`src/rtl/core/gbn_pkg.sv`:
```
// ----------------------------------------------------------------------------
// gbn_pkg
// Shared types and constants for the go-back-n sender.
// ----------------------------------------------------------------------------
package gbn_pkg;

  localparam int unsigned MAX_WINDOW    = 16;
  localparam int unsigned BUF_DEPTH     = 64;
  localparam int unsigned PAYLOAD_BYTES = 20;
  localparam int unsigned BUF_AW        = $clog2(BUF_DEPTH);
  localparam int unsigned PAY_W         = 8 * PAYLOAD_BYTES;
  localparam int unsigned BIDX_W        = $clog2(PAYLOAD_BYTES + 1);
  localparam int unsigned WIN_W         = 5;
  localparam int unsigned WIN_MAX       = (MAX_WINDOW < BUF_DEPTH) ? MAX_WINDOW : BUF_DEPTH;
  localparam int unsigned REM_W         = $clog2(MAX_WINDOW + 1);
  localparam logic [WIN_W-1:0] WIN_RESET = WIN_W'(8);

  typedef enum logic [1:0] {
    ACT_MSG  = 2'd0,
    ACT_ACK  = 2'd1,
    ACT_TMO  = 2'd2,
    ACT_NONE = 2'd3
  } action_e;

  typedef enum logic [1:0] {
    TMR_NONE    = 2'd0,
    TMR_START   = 2'd1,
    TMR_STOP    = 2'd2,
    TMR_RESTART = 2'd3
  } timer_e;

  typedef enum logic [1:0] {
    SEQ_HOLD = 2'd0,
    SEQ_SEND = 2'd1,
    SEQ_BASE = 2'd2,
    SEQ_INC  = 2'd3
  } seq_op_e;

  typedef enum logic [1:0] {
    REM_HOLD = 2'd0,
    REM_ONE  = 2'd1,
    REM_CNT  = 2'd2,
    REM_DEC  = 2'd3
  } rem_op_e;

  typedef enum logic [3:0] {
    ST_IDLE,
    ST_DISPATCH,
    ST_MSG_SEND,
    ST_READ,
    ST_PINIT,
    ST_PCSUM,
    ST_POUT,
    ST_ACSUM,
    ST_ACHK,
    ST_ATMR,
    ST_EOUT
  } state_e;

  typedef struct packed {
    logic    in_load;
    logic    store_msg;
    logic    send_inc;
    logic    base_set;
    seq_op_e seq_op;
    rem_op_e rem_op;
    logic    res_set;
    timer_e  res_timer;
    logic    res_drop;
    logic    csum_pkt;
    logic    csum_ack;
    logic    csum_step;
    logic    out_pkt;
    logic    out_empty;
  } cmd_t;

  typedef struct packed {
    action_e action;
    logic    ring_full;
    logic    send_ok;
    logic    base_eq_send;
    logic    none_out;
    logic    csum_done;
    logic    ack_good;
    logic    rem_last;
    logic    out_free;
  } sts_t;

endpackage

```
`src/rtl/core/gbn_ctrl.sv`:
```
// ----------------------------------------------------------------------------
// gbn_ctrl
// Event sequencer: steps the datapath through store, ack and resend work.
// ----------------------------------------------------------------------------
module gbn_ctrl
  import gbn_pkg::*;
(
  input  logic clk_i,
  input  logic rst_ni,
  input  logic s_axis_tvalid,
  output logic s_axis_tready,
  input  sts_t sts_i,
  output cmd_t cmd_o
);

  state_e state_q, state_d;

  always_ff @(posedge clk_i or negedge rst_ni) begin
    if (!rst_ni) begin
      state_q <= ST_IDLE;
    end else begin
      state_q <= state_d;
    end
  end

  always_comb begin
    state_d       = state_q;
    cmd_o         = '0;
    s_axis_tready = 1'b0;
    case (state_q)
      ST_IDLE: begin
        s_axis_tready = 1'b1;
        if (s_axis_tvalid) begin
          cmd_o.in_load = 1'b1;
          state_d       = ST_DISPATCH;
        end
      end
      ST_DISPATCH: begin
        cmd_o.res_set = 1'b1;
        case (sts_i.action)
          ACT_MSG: begin
            if (sts_i.ring_full) begin
              cmd_o.res_drop = 1'b1;
              state_d        = ST_EOUT;
            end else begin
              cmd_o.store_msg = 1'b1;
              state_d         = ST_MSG_SEND;
            end
          end
          ACT_ACK: begin
            cmd_o.csum_ack = 1'b1;
            state_d        = ST_ACSUM;
          end
          ACT_TMO: begin
            cmd_o.res_timer = TMR_RESTART;
            if (sts_i.none_out) begin
              state_d = ST_EOUT;
            end else begin
              cmd_o.seq_op = SEQ_BASE;
              cmd_o.rem_op = REM_CNT;
              state_d      = ST_READ;
            end
          end
          default: begin
            state_d = ST_EOUT;
          end
        endcase
      end
      ST_MSG_SEND: begin
        cmd_o.res_set = 1'b1;
        if (sts_i.send_ok) begin
          cmd_o.res_timer = sts_i.base_eq_send ? TMR_START : TMR_NONE;
          cmd_o.seq_op    = SEQ_SEND;
          cmd_o.rem_op    = REM_ONE;
          cmd_o.send_inc  = 1'b1;
          state_d         = ST_READ;
        end else begin
          state_d = ST_EOUT;
        end
      end
      ST_READ: begin
        state_d = ST_PINIT;
      end
      ST_PINIT: begin
        cmd_o.csum_pkt = 1'b1;
        state_d        = ST_PCSUM;
      end
      ST_PCSUM: begin
        if (sts_i.csum_done) begin
          state_d = ST_POUT;
        end else begin
          cmd_o.csum_step = 1'b1;
        end
      end
      ST_POUT: begin
        if (sts_i.out_free) begin
          cmd_o.out_pkt = 1'b1;
          if (sts_i.rem_last) begin
            state_d = ST_IDLE;
          end else begin
            cmd_o.seq_op    = SEQ_INC;
            cmd_o.rem_op    = REM_DEC;
            cmd_o.res_set   = 1'b1;
            cmd_o.res_timer = TMR_NONE;
            state_d         = ST_READ;
          end
        end
      end
      ST_ACSUM: begin
        if (sts_i.csum_done) begin
          state_d = ST_ACHK;
        end else begin
          cmd_o.csum_step = 1'b1;
        end
      end
      ST_ACHK: begin
        if (sts_i.ack_good) begin
          cmd_o.base_set = 1'b1;
          state_d        = ST_ATMR;
        end else begin
          cmd_o.res_set = 1'b1;
          state_d       = ST_EOUT;
        end
      end
      ST_ATMR: begin
        cmd_o.res_set   = 1'b1;
        cmd_o.res_timer = sts_i.base_eq_send ? TMR_STOP : TMR_RESTART;
        state_d         = ST_EOUT;
      end
      ST_EOUT: begin
        if (sts_i.out_free) begin
          cmd_o.out_empty = 1'b1;
          state_d         = ST_IDLE;
        end
      end
      default: begin
        state_d = ST_IDLE;
      end
    endcase
  end

endmodule

```
`config.mk`:
```
export PLATFORM = sky130hd
export DESIGN_NAME = gbn_ctrl
export DESIGN_NICKNAME = d
export VERILOG_FILES = /design/src/rtl/core/gbn_pkg.sv /design/src/rtl/core/gbn_ctrl.sv
export SDC_FILE = /design/constraint.sdc
export NUM_CORES = 1
export LEC_CHECK = 0
export BUFFER_PORTS_ARGS = -buffer_cell sky130_fd_sc_hd__buf_2
export CORE_UTILIZATION = 30
export DETAILED_ROUTE_END_ITERATION = 6
export HOLD_SLACK_MARGIN = 0.03
export PLACE_DENSITY_LB_ADDON = 0.2
export SLEW_MARGIN = 5
export SYNTH_ARGS = -nofsm -noshare
export SYNTH_HDL_FRONTEND = slang
export SYNTH_SLANG_ARGS = --single-unit
```
`constraint.sdc`:
```
create_clock -name clk_i -period 1.7 [get_ports clk_i]
set_input_delay 0.255 -clock clk_i [delete_from_list [all_inputs] [get_ports clk_i]]
set_output_delay 0.255 -clock clk_i [all_outputs]
set_load 0.05 [all_outputs]
```
==> results.py, run 1 <==
metrics = {
    "status": {
        "status": "complete, but fails checks",
        "violations": "setup timing",
    },
    "sta": {
        "slew_viol_final": 0,
        "final_hold_viol_count": 0,
        "fmax_mhz": 569,
        "fin_crit_sh_pct": 103,
        "clock_skew_ns": 0.00171,
        "slew_headroom_pct": 79.4,
        "layout_min_cycle_time_ns": 1.76,
        "setup_viol": 5,
        "rsz0062_at_grt": "true",
        "tightestPinTransition_ns": 0.309,
        "finalWorstSetupSlack_ns": -0.0587,
    },
    "cells_and_area": {
        "multi_input_area_um2": 567,
        "drive_gt1_share_pct": 56.8,
        "reg_top3": "state_q: 4 flops",
        "fin_util_pct": 63.3,
        "nets": 147,
        "regArea_um2": 104,
        "layoutNonFillerInstCount": 157,
        "regMostFlops": "state_q",
        "antenna_cells": 0,
        "largest_register_ffs": 4,
        "nFillCells": 162,
        "syn_to_final_growth_pct": 92.0,
    },
    "power": {
        "power_frac_seq_pct": 11.2,
        "p_switching_mw": 1.08,
        "clockPowerShare_pct": 5.5,
        "pwr-share-comb_pct": 83.3,
        "swShare_pct": 52.3,
        "p_per_area_nw_per_um2": 1850,
        "ir_worst_vdd_uv": 993,
        "p_int_mw": 0.983,
        "leakage_nw": 0.510,
    },
    "floorplan": {
        "num_rows": 15,
        "die_x_um": 46.0,
        "initial_core_util_pct": 33.0,
        "ioPinCount": 31,
        "dieArea_um2": 2120,
        "dieHeight_um": 46.0,
        "core-area_um2": 1760,
    },
    "critical_path": {
        "cp_data_arrival_time_ns": 1.50,
        "r2r_cells": 6,
        "cp_max_fo": 5,
        "crit_type": "register to output pin",
        "r2r_slack_ns": 0.05,
        "crit_required_ns": 1.44,
        "cp-end-kind": "output pin",
        "cp-startpoint": "state_q[0]",
        "start_kind": "register",
        "timing.rr.start": "state_q[0]",
        "worstReg2RegEnd": "state_q[3]",
        "crit_path_end": "cmd_o[6]",
    },
    "yosys": {
        "synth-compound-area-share_pct": 27.1,
        "syn_nets": 102,
        "synth_top_family_by_area": "simple AND/OR/NAND/NOR gates",
        "synth_seq_cells": 4,
        "synth_area_um2": 582,
        "synth_xor_area_share_pct": 0,
        "synth_area_per_cell_um2": 6.54,
        "synth_top_area_cell": "dfrtp_1",
        "synth_top_area_share_pct": 17.2,
        "synthAdderAreaFrac_pct": 0,
        "synth_cells": 89,
        "seq_area_frac_synth_pct": 17.2,
        "synth_cell_type_count": 32,
        "yosys-top-cells-area": "dfrtp_1 (17%), nand2b_1 (9.7%), o21ai_0 (6.9%)",
        "yosys_warnings": 0,
        "synth-simple-area-share_pct": 45.6,
        "synth.area.mux_share_pct": 0,
    },
    "clock_tree": {
        "clock_latency_ns": 0.23,
        "clk_path_buf_depth": 2,
        "cts_tree": "built",
        "clock_sinks": 4,
        "cts_root_buf": "clkbuf_4",
        "path_clk_slew_ns": 0.04,
        "htree_levels": 1,
        "cts_made_buffers": 3,
    },
    "global_route": {
        "grt_usage_pct": 19.6,
        "gr-total-overflow": 0,
        "grt_max_degree": 15,
        "grt_first_pass_wirelength_um": 2990,
        "antenna_found_initial": 0,
        "grt_pass1_vias": 688,
    },
    "place": {
        "dp_hpwl_um": 1500,
        "dp_worst_setup_slack_ns": 0.0553,
        "dpl.cell_count": 148,
        "place_congestion": 0.834,
        "port_buffers": 30,
    },
    "route": {
        "vias": 795,
        "drc_errors": 0,
        "dr.pass1.iters": 4,
        "ant_nets": 0,
        "drt-initial-drc-count": 16,
        "wl_um": 1980,
        "wl_per_cell_um": 12.6,
        "viasPerCell": 5.06,
    },
    "run": {
        "max-cap-violations": 0,
    },
    "worst_hold_path": {
        "hp-class": "input port to asynchronous set/reset pin",
    },
}
==> layout by cell type (no fill, tap or decap), types with 3 or more instances in the layout <==
master,synthesis,layout
buf_4,2,18
inv_1,5,5
nor2_1,8,7
nor2b_2,0,3
buf_2,5,17
clkbuf_4,0,3
buf_8,0,3
a21oi_1,5,4
nor3_2,0,3
nand2_1,7,6
o21ai_1,0,3
nand2b_4,0,4
nand2b_1,9,5
o21ai_0,8,4
dfrtp_2,0,3
buf_6,0,7
==> stage by stage <==
step | setup TNS, ns | total power [mW] | hold slack, ns | instance area [µm²]
floorplan | -0.540 | 1.25 | -0.0406 | 692
global placement | 0 | 1.60 | 0.0607 | 902
detailed placement | 0 | 1.61 | 0.0613 | 902
CTS | -0.134 | 1.92 | 0.359 | 1050
global route | -0.455 | 2.18 | 0.375 | 1120
finish | -0.0975 | 2.06 | 0.356 | 1120
==> worst min-delay path by stage <==
stage          startpoint    endpoint
5_1_grt            rst_ni  state_q[1]
3_3_place_gp       rst_ni  state_q[3]
4_1_cts            rst_ni  state_q[1]
2_1_floorplan      rst_ni  state_q[0]
3_5_place_dp       rst_ni  state_q[3]
6_report           rst_ni  state_q[1]
==> logic make-up after synthesis <==
logic type             count (synthesis)
AND/OR/NAND/NOR                       48
AO/OA/AOI/OAI                         25
buffers and inverters                 12
flip-flops                             4
==> worst max-delay path, stage by stage, from the launching register on <==
cell and delay, ns:
dfrtp_2 0.43, and2b_2 0.26, nor2b_4 0.15, a31oi_1 0.08, o21ai_1 0.17, buf_6 0.18
==> layer usage <==
| metal | GRT usage (%) | wire length (µm) |
|---|---|---|
| met1 | 26.2 | 848 |
| met2 | 32.4 | 1000 |
| met3 | 2.78 | 132 |
| met4 | 5.29 | 0 |
| met5 | 0 | 0 |
==> cells in the mapped netlist <==
cell       number
a31oi_1         1
or2b_1          1
and3_1          4
nor2b_1         5
nor4b_1         1
and2_1          1
a22o_1          1
dfrtp_1         4
and2b_1         1
nand3_1         2
a21oi_1         5
or3_1           1
inv_1           5
a211oi_1        2
nand3b_1        1
nor3_1          3
a221oi_1        1
nor2_1          8
or4_1           1
a211o_1         1
nand2_1         7
a21boi_0        1
a21o_1          1
o22ai_1         2
o21ai_0         8
nand2b_1        9
nor4_1          2
buf_2           5
buf_4           2
nor3b_1         1
o2bb2ai_1       1
a311oi_1        1
==> layout make-up <==
class | instances | share of cell area (%)
clock buffers | 3 | 2.02
repair buffers | 47 | 33.5
inverters | 5 | 1.68
flip-flops and latches | 4 | 9.29
well taps | 25 | 2.80
multi-input cells | 73 | 50.7
==> power groups by stage <==
stage | clock network, mW | registers, mW | logic [mW]
2_1_floorplan | 0 | 0.188 | 1.06
3_3_place_gp | 0 | 0.211 | 1.39
3_5_place_dp | 0 | 0.217 | 1.39
4_1_cts | 0.116 | 0.217 | 1.59
5_1_grt | 0.119 | 0.239 | 1.82
6_report | 0.114 | 0.230 | 1.72
==> what timing repair did <==
action,4_1_cts,5_1_grt
setup buffers,4,1
pin swaps,6,3
resized for setup,28,18
endpoints found under the setup margin,15,15
hold buffers,1,0
hold endpoints to repair,4,0
Note: power is estimated with default switching activity, not from simulation.
==> run 2, diff against run 1 <==
--- a/config.mk
+++ b/config.mk
@@ -6,6 +6,7 @@
 export NUM_CORES = 1
 export LEC_CHECK = 0
 export BUFFER_PORTS_ARGS = -buffer_cell sky130_fd_sc_hd__buf_2
+export CORE_ASPECT_RATIO = 0.8
 export CORE_UTILIZATION = 30
 export DETAILED_ROUTE_END_ITERATION = 6
 export HOLD_SLACK_MARGIN = 0.03
==> run 2 against run 1 <==
The flow still finishes with violations (setup timing). Register-to-register slack improved by 0.02 ns. Sequential power fell by 6%. Clock power barely moved. Sequential share of layout area fell by 0.63 points. Clock skew barely moved. First-iteration DRC count fell by 56%. Clock-buffer cell count did not move. Final cell count did not move.
==> results.py, run 2 (synthesis gave the netlist of run 1 again) <==
metrics = {
    "global_route": {
        "grt_busiest_layer": "met2",
        "grt_max_degree": 14,
        "grt_pass1_vias": 705,
        "grt_use_met2_pct": 36.5,
        "grt_usage_pct": 19.5,
        "grt_util_met1_pct": 26.2,
        "antenna_found_initial": 0,
        "grt_first_pass_wirelength_um": 3080,
        "grt_use_met3_pct": 2.54,
        "gr-total-overflow": 0,
    },
    "power": {
        "p_per_area_nw_per_um2": 1880,
        "total_power_mw": 2.25,
        "leakage_nw": 0.539,
        "ir_worst_vdd_uv": 1230,
    },
    "sta": {
        "tightestPinTransition_ns": 0.290,
        "slew_headroom_pct": 80.7,
        "fmax_mhz": 566,
        "slew_viol_final": 0,
        "fin_crit_sh_pct": 104,
        "final_hold_viol_count": 0,
        "setup_viol": 6,
        "clock_skew_ns": 0.00185,
        "finalWorstSetupSlack_ns": -0.0666,
        "layout_min_cycle_time_ns": 1.77,
        "hold_slack_ns": 0.357,
        "fin_tns_setup_ns": -0.269,
        "rsz0062_at_grt": "true",
    },
    "clock_tree": {
        "cts_made_buffers": 3,
        "clock_latency_ns": 0.23,
        "clock_sinks": 4,
        "htree_levels": 1,
        "cts_tree": "built",
        "cts_root_buf": "clkbuf_4",
        "clk_path_buf_depth": 2,
        "path_clk_slew_ns": 0.04,
    },
    "status": {
        "violations": "setup timing",
        "status": "complete, but fails checks",
    },
    "cells_and_area": {
        "reg_top3": "state_q: 4 flops",
        "largest_register_ffs": 4,
        "nets": 150,
        "antenna_cells": 0,
        "regMostFlops": "state_q",
        "layout_commonest_cell": "buf_4",
        "syn_to_final_growth_pct": 106,
        "final_cell_mix": "buf_4 (16), buf_2 (15), buf_6 (12), nor2_1 (6)",
        "fin_util_pct": 69.5,
        "drive_gt1_share_pct": 59.3,
    },
    "floorplan": {
        "core-area_um2": 1720,
        "dieHeight_um": 41.4,
        "initial_core_util_pct": 33.7,
        "num_rows": 13,
        "ioPinCount": 31,
        "dieArea_um2": 2120,
        "die_x_um": 51.2,
    },
    "critical_path": {
        "start_kind": "register",
        "path_delay_family": "simple AND/OR/NAND/NOR gates",
        "slowest_stage": "dfrtp_2",
        "max_stage_delay_ns": 0.46,
        "crit_type": "register to output pin",
        "cp_num_buf_inv": 2,
        "cp_data_arrival_time_ns": 1.51,
        "cp-end-kind": "output pin",
        "path_cells": "buf_4, nor2_2, and3_4, nand2b_4, buf_8",
        "crit_required_ns": 1.44,
        "cp_max_fo": 6,
    },
    "worst_hold_path": {
        "hp-class": "input port to asynchronous set/reset pin",
    },
    "place": {
        "port_buffers": 30,
        "dp_hpwl_um": 1510,
        "place_congestion": 0.874,
        "dp_worst_setup_slack_ns": 0.0452,
    },
    "route": {
        "drt-initial-drc-count": 7,
        "drc_errors": 0,
        "ant_nets": 0,
        "vias": 826,
        "dr.pass1.iters": 4,
        "wl_per_cell_um": 13.3,
        "viasPerCell": 5.26,
        "wl_um": 2090,
    },
    "run": {
        "max-cap-violations": 0,
    },
}
-- run 2: worst paths after layout --
path | from | endpoint | slack, ns | cells after the start
worst min register to register | state_q[3] | state_q[2] | 0.68 | 2
worst max register to register | state_q[2] | state_q[0] | 0.07 | 5
max in group asynchronous | rst_ni | state_q[3] | 1.21 | 2
min in group clk_i | sts_i[3] | state_q[2] | 0.37 | 4
worst max-delay path | state_q[3] | cmd_o[11] | -0.07 | 5
worst min-delay path | rst_ni | state_q[1] | 0.36 | 2
-- run 2: per-stage QoR --
| step | cells | cell area [µm²] |
|---|---|---|
| CTS | 152 | 1080 |
| detailed placement | 145 | 911 |
| global route | 157 | 1200 |
| finish | 157 | 1200 |
| floorplan | 89 | 692 |
| global placement | 145 | 911 |
-- run 2: layout make-up --
| cell class | instances | area [µm²] |
|---|---|---|
| clock buffers | 3 | 22.5 |
| fillers | 157 | 526 |
| inverters | 5 | 18.8 |
| multi-input cells | 73 | 581 |
| flip-flops and latches | 4 | 104 |
| well taps | 22 | 27.5 |
| repair buffers | 50 | 445 |
-- run 2: worst register-to-register path, delay by kind of cell, from the launching register on --
family,cells,cell delay (ns)
simple gates,1,0.51
flops,1,0.43
buf+inv,1,0.15
compound gates,3,0.40
-- run 2: where the power goes --
group	internal [mW]	leakage (nW)	switching [mW]	total [mW]
Sequential	0.150	0.0461	0.0673	0.217
Clock	0.0789	0.0138	0.0370	0.116
Combinational	0.884	0.479	1.03	1.92
Total	1.11	0.539	1.14	2.25
-- run 2: what timing repair did --
action | 4_1_cts | 5_1_grt
endpoints found under the setup margin | 15 | 18
gates cloned | 0 | 1
hold buffers | 1 | 0
setup buffers | 3 | 4
endpoints found under the hold margin | 4 | 0
gates resized for setup | 37 | 21
pin swaps | 2 | 7
-- run 2: routing by layer --
| layer | vias to the layer above | wire length, µm | part of all wire, % |
|---|---|---|---|
| met3 | 0 | 122 | 5.8 |
| met2 | 32 | 1010 | 48 |
| li1 | 408 | - | - |
| met4 | 0 | 0 | 0 |
| met5 | - | 0 | 0 |
| met1 | 386 | 956 | 46 |
==> run 3, diff against run 2 <==
--- a/config.mk
+++ b/config.mk
@@ -11,6 +11,7 @@
 export DETAILED_ROUTE_END_ITERATION = 6
 export HOLD_SLACK_MARGIN = 0.03
 export PLACE_DENSITY_LB_ADDON = 0.2
+export SETUP_SLACK_MARGIN = 0.1
 export SLEW_MARGIN = 5
 export SYNTH_ARGS = -nofsm -noshare
 export SYNTH_HDL_FRONTEND = slang
==> run 3 against run 2 <==
The flow still finishes with violations (setup timing). Via count up 4.2%. Largest cell class unchanged. Combinational power up 4%. Critical endpoint is now cmd_o[6]. Largest power group unchanged. Sequential cell count unchanged. Sequential power hardly changed.
==> results.py, run 3 (synthesis gave the netlist of run 1 again) <==
metrics = {
    "status": {
        "status": "complete, but fails checks",
        "violations": "setup timing",
    },
    "clock_tree": {
        "htree_levels": 1,
        "clk_path_buf_depth": 2,
        "cts_root_buf": "clkbuf_4",
        "path_clk_slew_ns": 0.04,
        "cts_made_buffers": 3,
        "cts_tree": "built",
        "clock_latency_ns": 0.23,
        "clock_sinks": 4,
    },
    "floorplan": {
        "num_rows": 13,
        "initial_core_util_pct": 33.7,
        "core-area_um2": 1720,
        "die_x_um": 51.2,
        "ioPinCount": 31,
        "dieArea_um2": 2120,
        "dieHeight_um": 41.4,
    },
    "sta": {
        "finalWorstSetupSlack_ns": -0.0642,
        "slew_viol_final": 0,
        "rsz0062_at_grt": "true",
        "layout_min_cycle_time_ns": 1.76,
        "clock_skew_ns": 0.00212,
        "final_hold_viol_count": 0,
        "tightestPinTransition_ns": 0.344,
        "fin_crit_sh_pct": 104,
        "slew_headroom_pct": 77.0,
        "setup_viol": 6,
        "fmax_mhz": 567,
    },
    "critical_path": {
        "cp_num_buf_inv": 1,
        "crit_type": "register to output pin",
        "crit_required_ns": 1.44,
        "path_delay_family": "simple AND/OR/NAND/NOR gates",
        "start_kind": "register",
        "cp_max_fo": 4,
        "slowest_stage": "dfrtp_2",
        "max_stage_delay_ns": 0.43,
        "cp_data_arrival_time_ns": 1.51,
        "path_cells": "and2b_2, nor2b_4, a31oi_1, o21ai_1, buf_6",
        "cp-end-kind": "output pin",
    },
    "route": {
        "dr.pass1.iters": 4,
        "wl_um": 2270,
        "vias": 861,
        "drt-initial-drc-count": 17,
        "drc_errors": 0,
        "viasPerCell": 5.42,
        "ant_nets": 0,
        "wl_per_cell_um": 14.3,
    },
    "cells_and_area": {
        "largest_register_ffs": 4,
        "fin_util_pct": 72.9,
        "syn_to_final_growth_pct": 116,
        "layout_commonest_cell": "buf_6",
        "regMostFlops": "state_q",
        "reg_top3": "state_q: 4 flops",
        "final_cell_mix": "buf_6 (17), buf_4 (15), buf_2 (12), buf_8 (7)",
        "drive_gt1_share_pct": 62.0,
        "antenna_cells": 0,
        "nFillCells": 134,
        "nets": 152,
        "layoutNonFillerInstCount": 159,
        "final_area_um2": 1260,
    },
    "power": {
        "swShare_pct": 50.6,
        "clockPowerShare_pct": 4.9,
        "pwr-share-comb_pct": 85.7,
        "power_frac_seq_pct": 9.4,
        "ir_worst_vdd_uv": 1380,
        "p_per_area_nw_per_um2": 1860,
        "p_int_mw": 1.15,
        "p_switching_mw": 1.18,
        "leakage_nw": 0.554,
    },
    "global_route": {
        "grt_first_pass_wirelength_um": 3400,
        "antenna_found_initial": 0,
        "grt_usage_pct": 21.9,
        "gr-total-overflow": 0,
        "grt_pass1_vias": 760,
        "grt_max_degree": 13,
    },
    "place": {
        "dp_hpwl_um": 1590,
        "place_congestion": 0.855,
        "dpl.cell_count": 145,
        "placed_cell_area_um2": 903,
        "port_buffers": 30,
    },
    "run": {
        "max-cap-violations": 0,
    },
    "worst_hold_path": {
        "hp-class": "input port to asynchronous set/reset pin",
    },
}
run 3: cell types whose count changed in the layout (fill, tap and decap cells not counted), moves of 2 or more:
cell / delta
and3_1: -2
buf_8: +3
buf_2: -3
buf_6: +5
and3_4: +2
run 3: layer usage:
| metal | global-route usage, % | routed length [µm] | part of all wire [%] |
|---|---|---|---|
| met3 | 1.45 | 140 | 6.2 |
| met5 | 0 | 0 | 0 |
| met4 | 4.05 | 29 | 1.3 |
| met2 | 42.4 | 1100 | 48 |
| met1 | 28.0 | 999 | 44 |
run 3: worst reg2reg max path: cells and delay by family, from the launching register on:
family	cells	cell delay (ns)
AND/OR/NAND/NOR	1	0.50
AO/OA/AOI/OAI	2	0.43
flip-flops	1	0.39
buffers and inverters	1	0.19
run 3: what timing repair did:
action | 4_1_cts | 5_1_grt
hold buffers | 1 | 0
buffers inserted | 7 | 4
endpoints found under the setup margin | 19 | 19
resized for setup | 60 | 16
endpoints found under the hold margin | 4 | 0
pin swaps | 10 | 3
run 3: through the flow:
step	hold slack [ns]	setup slack (ns)	total power, mW	setup TNS (ns)
2_1_floorplan	-0.0406	-0.271	1.25	-0.532
3_3_place_gp	0.0641	0.0737	1.61	0
3_5_place_dp	0.0643	0.0680	1.62	0
4_1_cts	0.356	-0.0498	2.17	-0.258
5_1_grt	0.395	-0.101	2.45	-0.620
6_report	0.362	-0.0642	2.33	-0.257
run 3: path summary, 6_finish.rpt:
path	start	endpoint	slack (ns)	cells past startpoint
hold / removal	rst_ni	state_q[1]	0.36	2
hold reg to reg	state_q[3]	state_q[2]	0.64	2
max in group asynchronous	rst_ni	state_q[2]	1.20	2
setup / recovery	state_q[0]	cmd_o[6]	-0.06	5
setup reg to reg	state_q[1]	state_q[1]	0.06	4
min in group clk_i	sts_i[3]	state_q[2]	0.37	4
run 3: cell type report:
class / instances / area, µm² / area share [%]
clock buffers: 3 / 22.5 / 1.79
multi-input cells: 73 / 604 / 48.1
repair buffers: 52 / 479 / 38.1
inverters: 5 / 18.8 / 1.49
well taps: 22 / 27.5 / 2.19
flip-flops and latches: 4 / 104 / 8.27
run 3: power by group through the flow:
stage	combinational [mW]	sequential (mW)	clock [mW]
2_1_floorplan	1.06	0.188	0
3_3_place_gp	1.39	0.218	0
3_5_place_dp	1.40	0.220	0
4_1_cts	1.83	0.220	0.116
5_1_grt	2.11	0.224	0.120
6_report	2.00	0.220	0.114
